===== src/rtl/core/descriptor_driven_touch_report_parser_defines.svh =====
// Assertion macros for the touch report parser.
`ifndef DESCRIPTOR_DRIVEN_TOUCH_REPORT_PARSER_DEFINES_SVH
`define DESCRIPTOR_DRIVEN_TOUCH_REPORT_PARSER_DEFINES_SVH
// Implication checked on every clock edge outside reset.
`define DTRP_ASSERT_IMP(label, clk, rst_n, ante, cons, msg) \
	label: assert property (@(posedge clk) disable iff (!rst_n) (ante) |-> (cons)) \
		else $error(msg);
// Implication whose consequent is checked in the cycle after the antecedent.
`define DTRP_ASSERT_NEXT(label, clk, rst_n, ante, cons, msg) \
	label: assert property (@(posedge clk) disable iff (!rst_n) (ante) |=> (cons)) \
		else $error(msg);
`endif


===== src/rtl/core/dtrp_ram.sv =====
//------------------------------------------------------------------------------
// dtrp_ram
// Single write port, single registered read port RAM.
//------------------------------------------------------------------------------
`timescale 1ns / 1ps
module dtrp_ram #(
	parameter int WIDTH = 8,
	parameter int DEPTH = 256
) (
	input  logic                     clk,
	input  logic                     we,
	input  logic [$clog2(DEPTH)-1:0] waddr,
	input  logic [WIDTH-1:0]         wdata,
	input  logic [$clog2(DEPTH)-1:0] raddr,
	output logic [WIDTH-1:0]         rdata
);
	logic [WIDTH-1:0] mem [DEPTH];
	always_ff @(posedge clk) begin
		if (we) mem[waddr] <= wdata;
		rdata <= mem[raddr];
	end
endmodule


===== config.mk =====
export PLATFORM = sky130hd
export DESIGN_NAME = dtrp_ram
export DESIGN_NICKNAME = d
export VERILOG_FILES = /design/src/rtl/core/descriptor_driven_touch_report_parser_defines.svh /design/src/rtl/core/dtrp_ram.sv
export SDC_FILE = /design/constraint.sdc
export NUM_CORES = 2
export LEC_CHECK = 0
export BUFFER_PORTS_ARGS = -buffer_cell sky130_fd_sc_hd__buf_2
export CAP_MARGIN = 20
export CORE_AREA = 4 4 355 357
export CTS_BUF_LIST = sky130_fd_sc_hd__clkbuf_8
export DETAILED_ROUTE_END_ITERATION = 10
export DIE_AREA = 0 0 359 361
export HOLD_SLACK_MARGIN = 0.06
export PLACE_DENSITY = 0.81
export SYNTH_ARGS = -nofsm -noshare
export SYNTH_HDL_FRONTEND = slang
export SYNTH_SLANG_ARGS = --single-unit

===== constraint.sdc =====
create_clock -name clk -period 2.9 [get_ports clk]
set_input_delay 0.29 -clock clk [delete_from_list [all_inputs] [get_ports clk]]
set_output_delay 0.29 -clock clk [all_outputs]
set_load 0.02 [all_outputs]

==> impl_metrics.json <==
{
  "hold_ws_ns": 0.207,
  "max-slew-margin-rel": 0.195,
  "syn_nets": 3759,
  "fp.dieArea_um2": 130000,
  "worst_slew_pin_slew_ns": 1.20,
  "final_max_slew_viol_count": 0,
  "layout.nets": 4436,
  "fp.dieH_um": 361,
  "io_pins": 34,
  "hold_class": "input pin to flip-flop",
  "drive_gt1_frac": 0.308,
  "syn_area_per_cell_um2": 21.3,
  "clockBufferDepth": 4,
  "drtIter0Drc": 6718,
  "violations": "design-rule violations",
  "first_pass_iters": 7,
  "cp-end-kind": "flip-flop",
  "place_hpwl_um": 123000,
  "synth_top_area_cell": "edfxtp_1",
  "setup_viol": 0,
  "synth-edff-count": 2048,
  "status": "finished with violations",
  "synth_top_flop_cell": "edfxtp_1",
  "syn_inst": 3733,
  "drc": 1,
  "cts_sinks": 2056,
  "pre_cts_ws_ns": -0.480,
  "ys_warn_count": 0,
  "initial_core_util": 0.647,
  "syn_to_final_growth_pct": 14.5,
  "grt_pass1_wl_um": 288000,
  "path_max_fanout": 2,
  "grt_pass1_vias": 43400,
  "synth-seq-area-share": 0.775,
  "fin_skew_ns": 0.0784,
  "p_leak_uw": 0.0297,
  "clk_pin_slew_ns": 0.07,
  "finalCriticalPeriod_ns": 2.86,
  "critPathKind": "flip-flop to flip-flop",
  "hold_viol": 0,
  "min_period_over_period": 0.987,
  "worstPathArrival_ns": 3.73,
  "yosys-top-cells-area": "edfxtp_1 (77%), mux4_2 (13%), mux2i_1 (1.7%), nor2_1 (1.3%), a22oi_1 (1.3%)",
  "detail_route.wl_per_cell_um": 31.3,
  "synth_cell_types": 55,
  "antenna_found_initial": 10,
  "fillerInstances": 6304,
  "ir_worst_vdd_uv": 517,
  "place_congestion": 0.892,
  "cts_hold_buf": 21,
  "wirelength_um": 197000,
  "post_cts_buffers": 0,
  "vias_per_cell": 6.80,
  "grt-ovfl-total": 0,
  "htree_num_levels": 5,
  "cts_tree": "done",
  "cts_root_buf": "clkbuf_8",
  "die_w_um": 359,
  "ant_nets": 0,
  "synth-seq-cells": 2056,
  "num_rows": 129,
  "netlist_area_um2": 79600,
  "grt_max_degree": 104,
  "async_reset_ff_frac": 0,
  "dr_total_vias": 42700,
  "max_cap_violations": 0,
  "power_density_nw_per_um2": 638,
  "core_area_um2": 123000,
  "io_buffers": 33,
  "cts_buffers": 329,
  "grt_use_total": 0.306,
  "fmax_ghz": 0.349,
  "crit_required_ns": 3.77,
  "rsz0062_at_grt": "false",
  "setup_slack_ns": 0.0366,
  "ctsResizeCount": 0,
  "fin_util": 0.741,
  "start_kind": "flip-flop",
  "synth_top_area_share": 0.773,
  "insertion_delay_ns": 1.04
}
## stage by stage
step           power (µW)  setup TNS, ns  cells  area [µm²]
5_1_grt             60000              0   6270       91100
6_report            58100              0   6284       91100
2_1_floorplan       35000              0   3733       79600
3_5_place_dp        36600          -1.90   5695       85200
4_1_cts             58300              0   6267       91100
3_3_place_gp        36500          -2.45   5695       85200
## worst max-delay path, cell delays in order (launching register included)
cell	delay, ns
edfxtp_1	0.37
mux4_2	0.56
o311ai_0	0.49
o22ai_1	0.25
nor4_1	0.70
buf_4	0.29
nor4_2	0.06
## synthesized netlist by cell type, types with 2 or more instances
cell          n
a2111oi_0     2
a2111oi_1     2
a211oi_1     16
a21oi_1      96
a221oi_1     13
a22o_1        8
a22oi_1     133
a311oi_1      2
a31oi_1       2
and2_1        6
and3b_1       2
buf_1        22
buf_12        8
buf_2        31
buf_4        27
buf_6        21
buf_8        13
clkbuf_1    111
dfxtp_1       8
edfxtp_1   2048
mux2i_1     134
mux4_1        2
mux4_2      454
nand2_1      33
nand2b_1      8
nand3_1      34
nand3b_1      2
nand4_1      10
nor2_1      282
nor2b_1      31
nor3_1       22
nor4_1       24
nor4_2        3
o211ai_1     10
o21ai_0      10
o21ai_1       2
o221ai_1     46
o22a_1        5
o22ai_1      28
o32ai_1       4
or2_2         4
## layout make-up
| class | instances | area, µm² | area share |
|---|---|---|---|
| Sequential cell | 2056 | 61700 | 0.677 |
| Multi-Input combinational cell | 1442 | 16500 | 0.181 |
| Timing Repair Buffer | 579 | 5170 | 0.0568 |
| Clock buffer | 336 | 4620 | 0.0508 |
| Tap cell | 1637 | 2050 | 0.0225 |
| Clock inverter | 215 | 1050 | 0.0115 |
| Antenna cell | 17 | 42.5 | 0.000467 |
| Inverter | 2 | 7.51 | 0.0000824 |
## kinds of logic (layout without fill, tap and decap cells)
group,after synthesis,in the layout,share of synthesized area
flip-flops,2056,2056,0.775
AO/OA/AOI/OAI,385,385,0.0342
AND/OR/NAND/NOR,466,466,0.0263
other,0,17,0
multiplexers,591,591,0.146
buffers and inverters,235,1132,0.0183
## registers in the layout, indices dropped and copies added, names as in the netlist
| register | count |
|---|---|
| rdata | 8 |
| mem | 2048 |
## per-layer routing
metal	wire length, µm	track usage	vias up
met5	51	0	-
met4	9340	0.140	8
met3	25500	0.0844	582
met2	94700	0.473	3304
met1	67000	0.417	21800
li1	-	-	17100
## placed cells by master, fill, tap and decap left out, drive strengths merged, types with 47 or more instances in the layout
cell and n:
buf 550, clkinv 115, edfxtp 2048, mux2i 134, inv 88, a22oi 133
mux4 456, a21oi 96, o221ai 47, clkbuf 344, nor2 282
## worst paths after layout
path | startpoint | to | slack, ns | cells past startpoint
worst min register to register | mem[40][3] | rdata[3] | 1.07 | 7
worst max register to register | mem[235][6] | rdata[6] | 0.04 | 6
worst max-delay path | mem[235][6] | rdata[6] | 0.04 | 6
worst min-delay path | we | mem[212][0] | 0.21 | 4
## power breakdown
group	internal, µW	leakage (µW)	switching, µW
clock network	11200	0.00324	10800
logic	1230	0.00803	2000
registers	32800	0.0185	89.2
total	45200	0.0297	12900
(Power assumes the default switching activity.)
